<file path="config.mk">
export PLATFORM = sky130hd
export DESIGN_NAME = arbb_decomp
export DESIGN_NICKNAME = d
export VERILOG_FILES = /design/src/rtl/core/arbb_pkg.sv /design/src/rtl/core/arbb_decomp.sv
export SDC_FILE = /design/constraint.sdc
export NUM_CORES = 1
export LEC_CHECK = 0
export BUFFER_PORTS_ARGS = -buffer_cell sky130_fd_sc_hd__buf_2
export CORE_MARGIN = 10
export CORE_UTILIZATION = 30
export DETAILED_ROUTE_END_ITERATION = 7
export PLACE_DENSITY_LB_ADDON = 0.1
export SLEW_MARGIN = 40
export SYNTH_ARGS = -nofsm -noshare
export SYNTH_HDL_FRONTEND = slang
export SYNTH_SLANG_ARGS = --single-unit
export TNS_END_PERCENT = 100
</file>
<file path="constraint.sdc">
create_clock -name clk -period 2.9 [get_ports clk]
set_input_delay 0.29 -clock clk [delete_from_list [all_inputs] [get_ports clk]]
set_output_delay 0.29 -clock clk [all_outputs]
set_load 0.01 [all_outputs]
</file>
<file path="src/rtl/core/arbb_pkg.sv">
package arbb_pkg;

  localparam int CoefW     = 32;             // Q16.16 coefficient and offset width
  localparam int FracBits  = 16;             // fraction bits of the coefficients
  localparam int InW       = 16;             // rectangle field width
  localparam int CoordBits = 17;             // corners live in [-2^17, 2^17-1]
  localparam int CoordW    = CoordBits + 1;  // signed corner width
  localparam int HW        = CoordW + 1;     // integer part of p - off
  localparam int DW        = HW + FracBits;  // p - off with fraction
  localparam int HiPW      = CoefW + HW;     // coef * integer part
  localparam int LoPW      = CoefW + FracBits + 1;  // coef * fraction part
  localparam int HiSW      = HiPW + 1;
  localparam int LoSW      = LoPW + 1;
  localparam int LoShW     = LoSW - FracBits;
  localparam int LoAddW    = LoShW + 1;
  localparam int PW        = HiSW + 1;       // mapped point, FracBits fraction bits
  localparam int FloorW    = PW - FracBits;
  localparam int DiffW     = FloorW + 1;
  localparam int OutW      = 32;
  localparam int ExtW      = 31;
  localparam int CfgIdxW   = 3;
  localparam int Latency   = 8;              // accept edge to result edge

  typedef enum logic [CfgIdxW-1:0] {
    RegM00     = 3'd0,
    RegM01     = 3'd1,
    RegM10     = 3'd2,
    RegM11     = 3'd3,
    RegOffX    = 3'd4,
    RegOffY    = 3'd5,
    RegInvMode = 3'd6
  } cfg_reg_t;

  typedef logic signed [CoordW-1:0]  coord_t;
  typedef logic signed [HW-1:0]      hpart_t;
  typedef logic        [FracBits-1:0] lpart_t;
  typedef logic signed [PW-1:0]      point_t;

  typedef struct packed {
    logic signed [CoefW-1:0] m00;
    logic signed [CoefW-1:0] m01;
    logic signed [CoefW-1:0] m10;
    logic signed [CoefW-1:0] m11;
    logic signed [CoefW-1:0] off_x;
    logic signed [CoefW-1:0] off_y;
    logic                    inv;
  } arbb_cfg_t;

endpackage

</file>
<file path="src/rtl/core/arbb_decomp.sv">
module arbb_decomp (
  input  logic                  clk,
  input  logic                  rst_n,
  input  arbb_pkg::arbb_cfg_t   cfg,
  input  logic                  vld_i,
  input  arbb_pkg::coord_t      x_i [2],
  input  arbb_pkg::coord_t      y_i [2],
  output logic                  vld_o,
  output arbb_pkg::hpart_t      hx_o [2],
  output arbb_pkg::lpart_t      lx_o [2],
  output arbb_pkg::hpart_t      hy_o [2],
  output arbb_pkg::lpart_t      ly_o [2]
);

  logic signed [arbb_pkg::DW-1:0] dx [2];
  logic signed [arbb_pkg::DW-1:0] dy [2];
  arbb_pkg::hpart_t hx_nxt [2];
  arbb_pkg::hpart_t hy_nxt [2];
  arbb_pkg::lpart_t lx_nxt [2];
  arbb_pkg::lpart_t ly_nxt [2];
  logic vld_r;
  arbb_pkg::hpart_t hx_r [2];
  arbb_pkg::hpart_t hy_r [2];
  arbb_pkg::lpart_t lx_r [2];
  arbb_pkg::lpart_t ly_r [2];

  // inverse mode: split p - off into floor part and 16-bit fraction;
  // forward mode: integer part is p itself and the fraction is zero
  always_comb begin
    for (int i = 0; i < 2; i++) begin
      dx[i] = arbb_pkg::DW'($signed({x_i[i], {arbb_pkg::FracBits{1'b0}}}))
            - arbb_pkg::DW'($signed(cfg.off_x));
      dy[i] = arbb_pkg::DW'($signed({y_i[i], {arbb_pkg::FracBits{1'b0}}}))
            - arbb_pkg::DW'($signed(cfg.off_y));
      if (cfg.inv) begin
        hx_nxt[i] = dx[i][arbb_pkg::DW-1:arbb_pkg::FracBits];
        hy_nxt[i] = dy[i][arbb_pkg::DW-1:arbb_pkg::FracBits];
        lx_nxt[i] = dx[i][arbb_pkg::FracBits-1:0];
        ly_nxt[i] = dy[i][arbb_pkg::FracBits-1:0];
      end else begin
        hx_nxt[i] = arbb_pkg::HW'(x_i[i]);
        hy_nxt[i] = arbb_pkg::HW'(y_i[i]);
        lx_nxt[i] = '0;
        ly_nxt[i] = '0;
      end
    end
  end

  always_ff @(posedge clk) begin
    if (!rst_n) begin
      vld_r <= 1'b0;
    end else begin
      vld_r <= vld_i;
    end
  end

  always_ff @(posedge clk) begin
    hx_r <= hx_nxt;
    hy_r <= hy_nxt;
    lx_r <= lx_nxt;
    ly_r <= ly_nxt;
  end

  assign vld_o = vld_r;
  assign hx_o  = hx_r;
  assign hy_o  = hy_r;
  assign lx_o  = lx_r;
  assign ly_o  = ly_r;

endmodule

</file>
=== Word level (Yosys, flattened, before mapping) ===
Cells that the tools add are included.

* Shift-type cells: 0
* $lt $le $gt $ge: 0
* Reductions and logical operators: 0
* $mul: 0
* Add/sub/neg operators: 4
* Equal/unequal tests: 0
* Bitwise operators: 0
* Divide/modulo/power cells: 0
* Multiplexer cells: 4

{| class="wikitable"
|+ Operators with widths
! kind !! number
|-
| 34-bit by 32-bit subtractor with 35-bit output || 4
|-
| 19-bit two-way mux || 4
|}

* Logic and storage cells: 17
* Memories kept: 0
* Bits in read-only memories: 0
* Input bits: 268
* Output and inout port bits: 141
* Register bits after elaboration: 141
* Latch bits: 0
* RAM bits: 0

=== Logic depth before layout (Yosys ltp) ===
* Depth in word-level cells: 2
* Gate-level depth with buffers: 10
* Gate-level depth less buffers: 9

=== Worst setup path before layout ===
No wires, ideal clock.

* Path type: input to register
* Start point: input cfg[10] (netlist name)
* End point: register hy_r, in the netlist hy_o[12]
* Required time: 2.779 ns
* Slack: 0.411 ns
* Setup time: 0.121 ns
* Cell stages on the path: 8
* Arrival: 2.368 ns
* Buffers on the path: 1
* Cells stage by stage: or4_1 > clkbuf_1 > nor4_4 > a221oi_2 > o21a_1 > o31a_1 > xnor2_1 > mux2_2

{| class="wikitable"
|+ RTL lines
! element !! line !! text
|-
| from (decl) || arbb_decomp.sv:4 || <nowiki>input arbb_pkg::arbb_cfg_t cfg,</nowiki>
|-
| to (signal assigned) || arbb_decomp.sv:59 || <nowiki>hy_r <= hy_nxt;</nowiki>
|-
| to (decl) || arbb_decomp.sv:23 || <nowiki>arbb_pkg::hpart_t hy_r [2];</nowiki>
|}

==> metrics.csv <==
metric,value,unit
status,completed,
comb_power_share,35.7,%
tightest_slew,0.5552,ns
drt_iter0_markers,313,
hold_buffers,0,
synth_edf_count,0,
switching_share,34.42,%
pin_count,409,
maxCapViolCount,0,
dp_cells,1533,
synthMuxAreaShare,6.542,%
ant_nets,0,
overflow,0,
syn2layout_area_growth,23.58,%
post-place-ws,0.09050,ns
initial_core_util,30.71,%
port_buffers,280,
p_switching,0.001595,W
grt_use_total,15.46,%
timing.slew.headroom,62.99,%
cp_max_fo,6,
routabilityCongestion,0.8147,
post_cts_resized,0,
dieArea,33870,sq um
cts_root_buf,clkbuf_16,
synth-simple-area-share,16.71,%
dp_hpwl,22550,um
synth_area,8071,sq um
p_int,0.003039,W
clkTransAtPathRegs,0.08,ns
finalSetupTns,0,ns
via_per_inst,4.914,
power.density,464.6,nW/um^2
layout-drive-gt1-share,32.23,%
final_hold_viol_count,0,
yosysWarnings,0,
grt_pass1_vias,7739,
die_w,184.0,um
synth-seq-cells,109,
clockBufferDepth,2,
cp-start-kind,input port,
dr.pass1.iters,5,
die_h,184.0,um
syn_area_per_cell,8.356,sq um
final_nets,1551,
drcViolationCount,0,
synth-xor-area-share,8.355,%
crit_type,input port to register,
mostFrequentLayoutCells,"279 x buf_2, 109 x dfxtp_1, 82 x nor2_1, 82 x a21oi_1, 74 x ha_1",
grt_first_pass_wirelength,42010,um
hold_slack,0.1329,ns
grt_max_degree,84,
num_vias,7617,
design_area,9975,sq um
endpoint,hx_o[34]$_DFF_P_,
mappedNetlistNets,1308,
cts_tree,built,
numCtsBuffers,9,
final_common_cell,buf_2,
clock_power_share,26.9,%
timing.critical_path.from,cfg[42],
synth-seq-area-share,27.03,%
p_leak,4.863,nW
crit_required,3.15,ns
seqPwrFrac,37.4,%
ys_types,73,
htreeDepth,3,
async_reset_ff_share,0,%
synth_top_family_by_area,compound AO/OA/AOI/OAI gates,
cts_setup_buffers,0,
synth_compound_area_share,22.26,%
post-route-period-util,83.90,%
setup_ws,0.4668,ns
timing.final.crit_period,2.433,ns
grt_setup_unrepaired,false,
ys.flop_type,dfxtp_1,
dpl_cell_area,9686,sq um
core,26280,sq um
hp-class,input port to register,
synthCells,966,
wl_per_cell,17.62,um
maxSlewViolCount,0,
grt_antenna_before_repair,4,
setup_violations,0,
cp_data_arrival_time,2.69,ns
final_cells,1550,
ir_worst_vdd,0.2259,mV
max_freq,0.4110,GHz
numClockSinks,109,
rows,59,
end_kind,register,
totalWireLength,27320,um
synthAdderAreaFrac,11.47,%
through the flow:
stage	utilization, %	total power (W)
floorplan	-	0.002848
global placement	36.85	0.003440
detailed placement	36.85	0.003437
CTS	37.94	0.004752
global route	37.95	0.004959
finish	37.95	0.004634
final cells by class:
| type | count | area [sq um] |
|---|---|---|
| Antenna cell | 2 | 5.005 |
| Clock buffer | 10 | 239.0 |
| Clock inverter | 5 | 45.04 |
| Fill cell | 2808 | 16310 |
| Inverter | 57 | 214.0 |
| Multi-Input combinational cell | 728 | 5274 |
| Sequential cell | 109 | 2182 |
| Tap cell | 335 | 419.2 |
| Timing Repair Buffer | 304 | 1597 |
cell usage after synthesis, types with 5 or more instances:
| cell | number | area [sq um] |
|---|---|---|
| a211o_1 | 5 | 43.79 |
| and2_1 | 9 | 56.30 |
| o31ai_1 | 10 | 75.07 |
| or4_1 | 9 | 67.56 |
| a31oi_1 | 10 | 62.56 |
| a21oi_1 | 82 | 410.4 |
| buf_4 | 32 | 240.2 |
| o21bai_1 | 9 | 67.56 |
| xnor2_1 | 48 | 420.4 |
| nand4_1 | 9 | 56.30 |
| ha_1 | 74 | 925.9 |
| or3_1 | 10 | 62.56 |
| nand2_1 | 57 | 214.0 |
| nand3_1 | 22 | 110.1 |
| clkbuf_1 | 36 | 135.1 |
| a211oi_1 | 9 | 67.56 |
| mux2_2 | 46 | 518.0 |
| dfxtp_1 | 109 | 2182 |
| xor2_1 | 29 | 254.0 |
| nor2b_1 | 9 | 56.30 |
| inv_1 | 56 | 210.2 |
| o21a_1 | 11 | 82.58 |
| nand2b_1 | 6 | 37.54 |
| and3_1 | 8 | 50.05 |
| o21ai_0 | 31 | 155.2 |
| nor3_1 | 25 | 125.1 |
| a21o_1 | 37 | 277.8 |
| nor2_1 | 82 | 307.8 |
| o211ai_1 | 11 | 82.58 |
routing by layer:
layer | vias up | GRT usage (%) | wire, um
met2 | 216 | 24.59 | 11920
met3 | 16 | 4.348 | 2008
met4 | 2 | 3.769 | 273
li1 | 3935 | - | -
met5 | - | 0 | 10
met1 | 3448 | 20.15 | 13100
flip-flops by register name, indices dropped and copies added (netlist names):
| register | flops |
|---|---|
| hx_o | 38 |
| hy_o | 38 |
| lx_o | 16 |
| ly_o | 16 |
| vld_o | 1 |
how the worst min path moves through the flow:
stage | start | end | slack, ns | cells past startpoint
CTS | vld_i | vld_o$_SDFF_PN0_ | 0.12 | 2
floorplan | x_i[11] | hx_o[11]$_DFF_P_ | 0.40 | 2
global route | vld_i | vld_o$_SDFF_PN0_ | 0.12 | 2
global placement | vld_i | vld_o$_SDFF_PN0_ | 0.50 | 2
detailed placement | vld_i | vld_o$_SDFF_PN0_ | 0.49 | 2
finish | vld_i | vld_o$_SDFF_PN0_ | 0.13 | 2
cells by family after synthesis:
logic type      Yosys count
simple gates            266
fa+ha+maj                74
mux                      47
compound gates          264
flops                   109
xor+xnor                 77
buf+inv                 129
power by group through the flow:
stage	clock network (W)	logic, W	registers (W)
after CTS	0.00134	0.00168	0.00174
after global routing	0.00136	0.00185	0.00175
final	0.00125	0.00165	0.00173
after global placement	0	0.00167	0.00177
after detailed placement	0	0.00167	0.00177
after floorplan	0	0.000979	0.00187
worst max-delay path: stages:
cell	delay, ns
buf_2	0.11
or4_1	0.58
or3_1	0.55
nor4_4	0.37
or3_1	0.23
a31oi_1	0.14
xnor2_1	0.15
mux2_2	0.26
No activity file was read; power rests on OpenSTA's default activity.
