## src/rtl/core/arbb_pkg.sv

```systemverilog
package arbb_pkg;

  localparam int CoefW     = 32;             // Q16.16 coefficient and offset width
  localparam int FracBits  = 16;             // fraction bits of the coefficients
  localparam int InW       = 16;             // rectangle field width
  localparam int CoordBits = 17;             // corners live in [-2^17, 2^17-1]
  localparam int CoordW    = CoordBits + 1;  // signed corner width
  localparam int HW        = CoordW + 1;     // integer part of p - off
  localparam int DW        = HW + FracBits;  // p - off with fraction
  localparam int HiPW      = CoefW + HW;     // coef * integer part
  localparam int LoPW      = CoefW + FracBits + 1;  // coef * fraction part
  localparam int HiSW      = HiPW + 1;
  localparam int LoSW      = LoPW + 1;
  localparam int LoShW     = LoSW - FracBits;
  localparam int LoAddW    = LoShW + 1;
  localparam int PW        = HiSW + 1;       // mapped point, FracBits fraction bits
  localparam int FloorW    = PW - FracBits;
  localparam int DiffW     = FloorW + 1;
  localparam int OutW      = 32;
  localparam int ExtW      = 31;
  localparam int CfgIdxW   = 3;
  localparam int Latency   = 8;              // accept edge to result edge

  typedef enum logic [CfgIdxW-1:0] {
    RegM00     = 3'd0,
    RegM01     = 3'd1,
    RegM10     = 3'd2,
    RegM11     = 3'd3,
    RegOffX    = 3'd4,
    RegOffY    = 3'd5,
    RegInvMode = 3'd6
  } cfg_reg_t;

  typedef logic signed [CoordW-1:0]  coord_t;
  typedef logic signed [HW-1:0]      hpart_t;
  typedef logic        [FracBits-1:0] lpart_t;
  typedef logic signed [PW-1:0]      point_t;

  typedef struct packed {
    logic signed [CoefW-1:0] m00;
    logic signed [CoefW-1:0] m01;
    logic signed [CoefW-1:0] m10;
    logic signed [CoefW-1:0] m11;
    logic signed [CoefW-1:0] off_x;
    logic signed [CoefW-1:0] off_y;
    logic                    inv;
  } arbb_cfg_t;

endpackage

```

## src/rtl/core/arbb_box.sv

```systemverilog
module arbb_box (
  input  logic                             clk,
  input  logic                             rst_n,
  input  logic                             vld_i,
  input  arbb_pkg::point_t                 px_i [4],
  input  arbb_pkg::point_t                 py_i [4],
  output logic                             vld_o,
  output logic signed [arbb_pkg::OutW-1:0] left_o,
  output logic signed [arbb_pkg::OutW-1:0] top_o,
  output logic        [arbb_pkg::ExtW-1:0] width_o,
  output logic        [arbb_pkg::ExtW-1:0] height_o
);

  localparam logic [arbb_pkg::PW-1:0] CeilAdd =
    {{(arbb_pkg::PW-arbb_pkg::FracBits){1'b0}}, {arbb_pkg::FracBits{1'b1}}};

  function automatic logic signed [arbb_pkg::PW-1:0] pmin(
    input logic signed [arbb_pkg::PW-1:0] a,
    input logic signed [arbb_pkg::PW-1:0] b
  );
    return (a < b) ? a : b;
  endfunction

  function automatic logic signed [arbb_pkg::PW-1:0] pmax(
    input logic signed [arbb_pkg::PW-1:0] a,
    input logic signed [arbb_pkg::PW-1:0] b
  );
    return (a > b) ? a : b;
  endfunction

  // saturate the floored value to 32-bit signed
  function automatic logic signed [arbb_pkg::OutW-1:0] sat_s32(
    input logic signed [arbb_pkg::FloorW-1:0] v
  );
    logic [arbb_pkg::FloorW-arbb_pkg::OutW:0] hi;
    hi = v[arbb_pkg::FloorW-1:arbb_pkg::OutW-1];
    if (hi == '0 || hi == '1) begin
      return v[arbb_pkg::OutW-1:0];
    end else if (v[arbb_pkg::FloorW-1]) begin
      return {1'b1, {(arbb_pkg::OutW-1){1'b0}}};
    end else begin
      return {1'b0, {(arbb_pkg::OutW-1){1'b1}}};
    end
  endfunction

  function automatic logic [arbb_pkg::ExtW-1:0] sat_ext(
    input logic signed [arbb_pkg::DiffW-1:0] d
  );
    if (d[arbb_pkg::DiffW-1]) begin
      return '0;
    end else if (d[arbb_pkg::DiffW-2:arbb_pkg::ExtW] != '0) begin
      return '1;
    end else begin
      return d[arbb_pkg::ExtW-1:0];
    end
  endfunction

  // stage D: min/max over the four corners
  arbb_pkg::point_t minx_r, maxx_r, miny_r, maxy_r;
  logic vd_r;

  // stage E: floored edges and ceiled far edges
  arbb_pkg::point_t cx, cy;
  logic signed [arbb_pkg::OutW-1:0]   left_r, top_r;
  logic signed [arbb_pkg::FloorW-1:0] cxe_r, cye_r;
  logic ve_r;

  // stage F: result word
  logic signed [arbb_pkg::DiffW-1:0] dw, dh;
  logic signed [arbb_pkg::OutW-1:0]  left_out_r, top_out_r;
  logic        [arbb_pkg::ExtW-1:0]  width_r, height_r;
  logic vf_r;

  always_comb begin
    cx = maxx_r + $signed(CeilAdd);
    cy = maxy_r + $signed(CeilAdd);
    dw = arbb_pkg::DiffW'(cxe_r) - arbb_pkg::DiffW'(left_r);
    dh = arbb_pkg::DiffW'(cye_r) - arbb_pkg::DiffW'(top_r);
  end

  always_ff @(posedge clk) begin
    if (!rst_n) begin
      vd_r <= 1'b0;
      ve_r <= 1'b0;
      vf_r <= 1'b0;
    end else begin
      vd_r <= vld_i;
      ve_r <= vd_r;
      vf_r <= ve_r;
    end
  end

  always_ff @(posedge clk) begin
    minx_r <= pmin(pmin(px_i[0], px_i[1]), pmin(px_i[2], px_i[3]));
    maxx_r <= pmax(pmax(px_i[0], px_i[1]), pmax(px_i[2], px_i[3]));
    miny_r <= pmin(pmin(py_i[0], py_i[1]), pmin(py_i[2], py_i[3]));
    maxy_r <= pmax(pmax(py_i[0], py_i[1]), pmax(py_i[2], py_i[3]));
    left_r <= sat_s32($signed(minx_r[arbb_pkg::PW-1:arbb_pkg::FracBits]));
    top_r  <= sat_s32($signed(miny_r[arbb_pkg::PW-1:arbb_pkg::FracBits]));
    cxe_r  <= $signed(cx[arbb_pkg::PW-1:arbb_pkg::FracBits]);
    cye_r  <= $signed(cy[arbb_pkg::PW-1:arbb_pkg::FracBits]);
    left_out_r <= left_r;
    top_out_r  <= top_r;
    width_r    <= sat_ext(dw);
    height_r   <= sat_ext(dh);
  end

  assign vld_o    = vf_r;
  assign left_o   = left_out_r;
  assign top_o    = top_out_r;
  assign width_o  = width_r;
  assign height_o = height_r;

endmodule

```

## config.mk

```make
export PLATFORM = sky130hd
export DESIGN_NAME = arbb_box
export DESIGN_NICKNAME = d
export VERILOG_FILES = /design/src/rtl/core/arbb_pkg.sv /design/src/rtl/core/arbb_box.sv
export SDC_FILE = /design/constraint.sdc
export NUM_CORES = 2
export LEC_CHECK = 0
export ABC_AREA = 1
export BUFFER_PORTS_ARGS = -buffer_cell sky130_fd_sc_hd__buf_2
export CAP_MARGIN = 15
export CORE_MARGIN = 3
export CORE_UTILIZATION = 53
export DETAILED_ROUTE_END_ITERATION = 7
export GPL_TIMING_DRIVEN = 0
export MAX_ROUTING_LAYER = met4
export PLACE_DENSITY = 0.85
export SYNTH_ARGS = -nofsm -noshare
export SYNTH_HDL_FRONTEND = slang
export SYNTH_SLANG_ARGS = --single-unit
```

## constraint.sdc

```tcl
create_clock -name clk -period 13.2 [get_ports clk]
set_input_delay 2.64 -clock clk [delete_from_list [all_inputs] [get_ports clk]]
set_output_delay 2.64 -clock clk [all_outputs]
set_load 0.01 [all_outputs]
```

== After elaboration in Yosys (flattened, before gate mapping) ==
Cells that the tools add are included.
Cells by class
  add/sub/neg operators: 4
  $lt $le $gt $ge: 12
  eq/ne operators: 2
  muxes and demuxes: 18
  reductions and logical operators: 6
Operators with widths (count)
  $mux W53: 12
  $gt A53 B53 Y1: 6
  $lt A53 B53 Y1: 6
  $mux W32: 4
  $add A53 B17 Y53 const B: 2
  $sub A37 B32 Y38: 2
  $mux W31: 2
  $eq A6 B6 Y1 const B: 2
  $logic_not A6 Y1: 2
  $reduce_bool A6 Y1: 2
  $logic_or A1 B1 Y1: 2
Storage, ports and cells
  register bits: 479
  output and inout port bits: 127
  word-level logic and storage cells: 57

== Longest topological paths before layout ==
  depth after elaboration: 4
  gate-level depth with buffers: 37
  depth with buffers taken out: 33

== Least setup slack after synthesis ==
OpenSTA, ideal clock, no wires.
  kind: input port to flip-flop
  start: input px_i[52] in the netlist's numbering
  end: register minx_r[26]
  library setup time: 0.113 ns
  data arrival time: 6.463 ns
  data required time: 13.087 ns
  path slack: 6.624 ns
  cell stages on the path: 29
  buffers on the path: 3
  path through: inv_1 > ha_1 > nand2_1 > nor2_1 > inv_2 > nor3_2 > nand2_1 > nor2_1 > nand2_1 > nand2_1 > nand2_1 > nand2_1 > buf_2 > buf_2 > nand2_1 > o21ai_0 > inv_1 > ha_1 > a21oi_1 > nor2_1 > a211oi_1 > o221ai_1 > a22oi_1 > o211ai_1 > a31oi_1 > nand3_4 > buf_2 > nand3_1 > nand2_1
Between the ends
  longest elaborated chain between the ends: 4
Ends and longest elaborated chain
  start: declaration: line arbb_box.sv:5  | input arbb_pkg::point_t px_i [4],
  $lt A53 B53 Y1: line arbb_box.sv:21  | return (a < b) ? a : b;
  $mux W53 (*): line arbb_box.sv:21
  $lt A53 B53 Y1: line arbb_box.sv:21
  $mux W53 (*): line arbb_box.sv:21
  end signal: assignment: line arbb_box.sv:94  | minx_r <= pmin(pmin(px_i[0], px_i[1]), pmin(px_i[2], px_i[3]));
  end: declaration: line arbb_box.sv:59  | arbb_pkg::point_t minx_r, maxx_r, miny_r, maxy_r;
Every way passes the cells marked *; elsewhere a longest branch is shown, timed or not.
A chain may end at the register's enable or synchronous reset.

== Worst setup path in the final report ==
  start: input px_i[8] in the netlist's numbering
  end: register maxx_r[23]
Between the ends
  longest elaborated chain between the ends: 4
Ends and longest elaborated chain
  $gt A53 B53 Y1: line arbb_box.sv:28  | return (a > b) ? a : b;
  $mux W53 (*): line arbb_box.sv:28
  $gt A53 B53 Y1: line arbb_box.sv:28
  $mux W53 (*): line arbb_box.sv:28
  end signal: assignment: line arbb_box.sv:95  | maxx_r <= pmax(pmax(px_i[0], px_i[1]), pmax(px_i[2], px_i[3]));
  end: declaration: line arbb_box.sv:59
Marks and branches as above.

==> metrics <==
status=finished clean; Clk pwr share=0.151; unrepaired setup endpoints after global routing=no; Worst Max-Slew Pin Slew=1.23 ns; first-pass GRT wire length=203000 um; setup ws final=4.00 ns; Sw Pwr=4490 uW; Max Root-Sink Buffers=3; CP arrival=9.62 ns; fmax=109 MHz; element type at the critical path end=flip-flop; Non-Filler Instances=6611; final wirelength=141000 um; largest net degree at the start of global routing=16; die height=260 um; flop-to-flop setup slack=9.68 ns; Post-synth top flop=dfxtp_1; Hold Path End=top_o[20]; port bufs=553; FF+latch count, synth=447; Avg Vias per Cell=5.65; max incr delay on CP=0.83 ns; Post-Synthesis Cells=5079; maxcap violations=0; WL met2=59400 um; switching share of power=0.489; num ports=554; final setup vio count=0; grt total ovfl=0; initial antenna violation count=47; most frequent CP cell=nand2_1; Comb pwr share=0.579; FF-to-FF Start=top_r[31]; worst rel slew slack=0.175; Initial Util=0.540; Buffers & Inverters on Critical Path=7; R2R depth=16; yosys warns=0; Detail Route Antenna Nets=0; dpl ws=3.86 ns; Final Max Tran Viols=0; Seq/Total Area, Yosys=0.261; worst vdd ir=0.115 mV; GP Congestion=1.13; Max FO, Critical Path=10; # fillers=5851; Mapped Area=0.0342 sq mm; crit start category=input pin; DRT iter0 DRCs=4454; Avg Cell Area, Syn=6.74 sq um; clk_lat worst skew=0.61 ns; Int Pwr=4690 uW; Critical R2R Capture=height_o[18]; CTS resizes=0; Rows=92; CTS tree=done; hold depth=0; Post-synth EDFFs=0; Worst path top cell family by delay=compound AO/OA/AOI/OAI gates; P_leak=0.0212 uW; power per cell area=231 mW/mm^2; CP max stage cell=nor4_1; number of global-route vias before repair=33600; Worst Path Required=13.62 ns; Period Utilization, post-route=0.697; M1 WL=59800 um; Tot Pwr=9180 uW; H-Tree Depth=2; TritonCTS Buffers=46; Total GRT Usage=0.409; CTS clock-pin slew for the worst setup and hold paths=0.06 ns; HPWL Detailed=120000 um; Post-synth ARST share=0; clock sink count=447; fin nets=6606; Syn Nets=6004; Yosys cell types=62; Sequential Power Share=0.270; die area=0.0677 sq mm; setup bufs post-CTS=0; hold buffer count at CTS=0; Via Count=37400; die width=260 um; wire length on met3=15800 um; Worst Hold Class=flip-flop to flip-flop; Post-route DRC=0; Avg WL per Cell=21.3 um; Root Buffer=clkbuf_16; core area=0.0634 sq mm; Fin. Hold Viols=0; Tmin final=9.20 ns; min-delay src=top_r[20]; drt pass-1 iters=6; ratio of cells with drive above 1 in the final layout=0.137; most frequent cells in the layout=1231 x nand2_1, 734 x inv_1, 622 x buf_2; area growth from synthesis to layout=16.3%; top routing layer used=met4; DP Cell Count=6478; setup tns final=0 ns; Worst Setup Path Type=input pin to flip-flop; most common cell after layout, fill and taps aside=nand2_1; Layout Skew=0.0313 ns; final hold slack=0.354 ns
## routing by layer
layer  global-route usage  vias to the layer above
li1                     -                    17900
met1                0.557                    17100
met2                0.603                     2065
met3               0.0789                      299
met4                0.144                        0
met5                    -                        -
## worst register-to-register path: stages, from the launching register on
cell and delay (ns):
dfxtp_1 0.41, inv_1 0.19, ha_1 0.41, nand2_1 0.09, nor2_1 0.29, nand2_1 0.12
nor4_1 0.35, o21ai_0 0.26, nand4_1 0.19, nand3_1 0.09, nand2_1 0.08, xor2_1 0.14
nor2_1 0.06, nand3_1 0.20, buf_2 0.27, nor2_1 0.07, nor2_1 0.22
## power groups by stage
| stage | clock, uW | sequential (uW) | combinational [uW] |
|---|---|---|---|
| after floorplan | 0 | 2460 | 3420 |
| after global placement | 0 | 2480 | 5080 |
| after detailed placement | 0 | 2500 | 5130 |
| after CTS | 1400 | 2480 | 5180 |
| after global routing | 1450 | 2540 | 5840 |
| final | 1390 | 2480 | 5320 |
## final cells by class
class / count / area (sq um) / area share
diodes: 48 / 120 / 0.00302
inverters: 741 / 2780 / 0.0698
clock buffers: 61 / 1310 / 0.0328
repair buffers: 554 / 2780 / 0.0697
multi-input cells: 3727 / 21700 / 0.545
clock inverters: 23 / 333 / 0.00836
flip-flops and latches: 447 / 8950 / 0.225
well taps: 846 / 1060 / 0.0266
plain buffers: 164 / 810 / 0.0203
## sequential cells by signal (all words and copies together), names as in the netlist
name / count
cxe_r: 37
cye_r: 37
height_o: 31
left_o: 32
left_r: 32
maxx_r: 53
maxy_r: 53
minx_r: 37
miny_r: 37
top_o: 32
top_r: 32
vd_r: 1
ve_r: 1
vld_o: 1
width_o: 31
## cells in the mapped netlist (4+ instances only)
cell type	number	share of area
nand3_4	4	0.0020
clkbuf_1	70	0.0077
a21o_1	17	0.0037
nand3_1	235	0.034
buf_4	4	0.00088
nor2_4	8	0.0026
a211oi_1	17	0.0037
o21bai_1	9	0.0020
o21ai_0	361	0.053
buf_2	69	0.010
ha_1	496	0.18
o221ai_1	15	0.0038
nor4_1	31	0.0057
xnor2_1	41	0.010
o21ai_1	214	0.031
buf_6	12	0.0039
a31oi_1	32	0.0058
nand2_2	12	0.0022
dfxtp_1	447	0.26
xor2_1	94	0.024
nand2_1	1231	0.13
nand2_4	6	0.0020
o21a_1	17	0.0037
o211ai_1	6	0.0013
inv_2	7	0.00077
inv_1	734	0.080
nor2_1	402	0.044
nand3_2	4	0.0012
nor2_2	5	0.00091
nor3_1	49	0.0072
nand4_1	71	0.013
buf_1	7	0.00077
a21oi_1	297	0.043
o2111ai_1	5	0.0013
## per-stage QoR
step	utilization	cell area [sq um]
2_1_floorplan	-	34200
3_3_place_gp	0.600	38100
3_5_place_dp	0.600	38100
4_1_cts	0.626	39700
5_1_grt	0.627	39800
6_report	0.628	39800
## worst max path at each step
stage,from,slack [ns],endpoint,depth (start not counted)
floorplan,px_i[52],6.62,minx_r[26],29
global placement,py_i[142],3.84,maxy_r[45],24
detailed placement,py_i[142],3.86,maxy_r[49],24
CTS,py_i[142],4.45,maxy_r[47],24
global route,px_i[8],3.93,maxx_r[22],27
finish,px_i[8],4.00,maxx_r[23],27
## kinds of logic (layout without fill, tap and decap cells)
| kind of cell | count (synthesis) | in the layout | share of synthesized area |
|---|---|---|---|
| AOI/OAI and AO/OA | 1009 | 1009 | 0.159 |
| DFF | 447 | 447 | 0.261 |
| xor gates and xnor gates | 135 | 135 | 0.0345 |
| and+or+nand+nor | 2085 | 2085 | 0.258 |
| buffers and inverters | 905 | 1543 | 0.105 |
| adders and majority gates | 498 | 498 | 0.182 |
| other | 0 | 48 | 0 |
No activity file was read; power rests on OpenSTA's default activity.
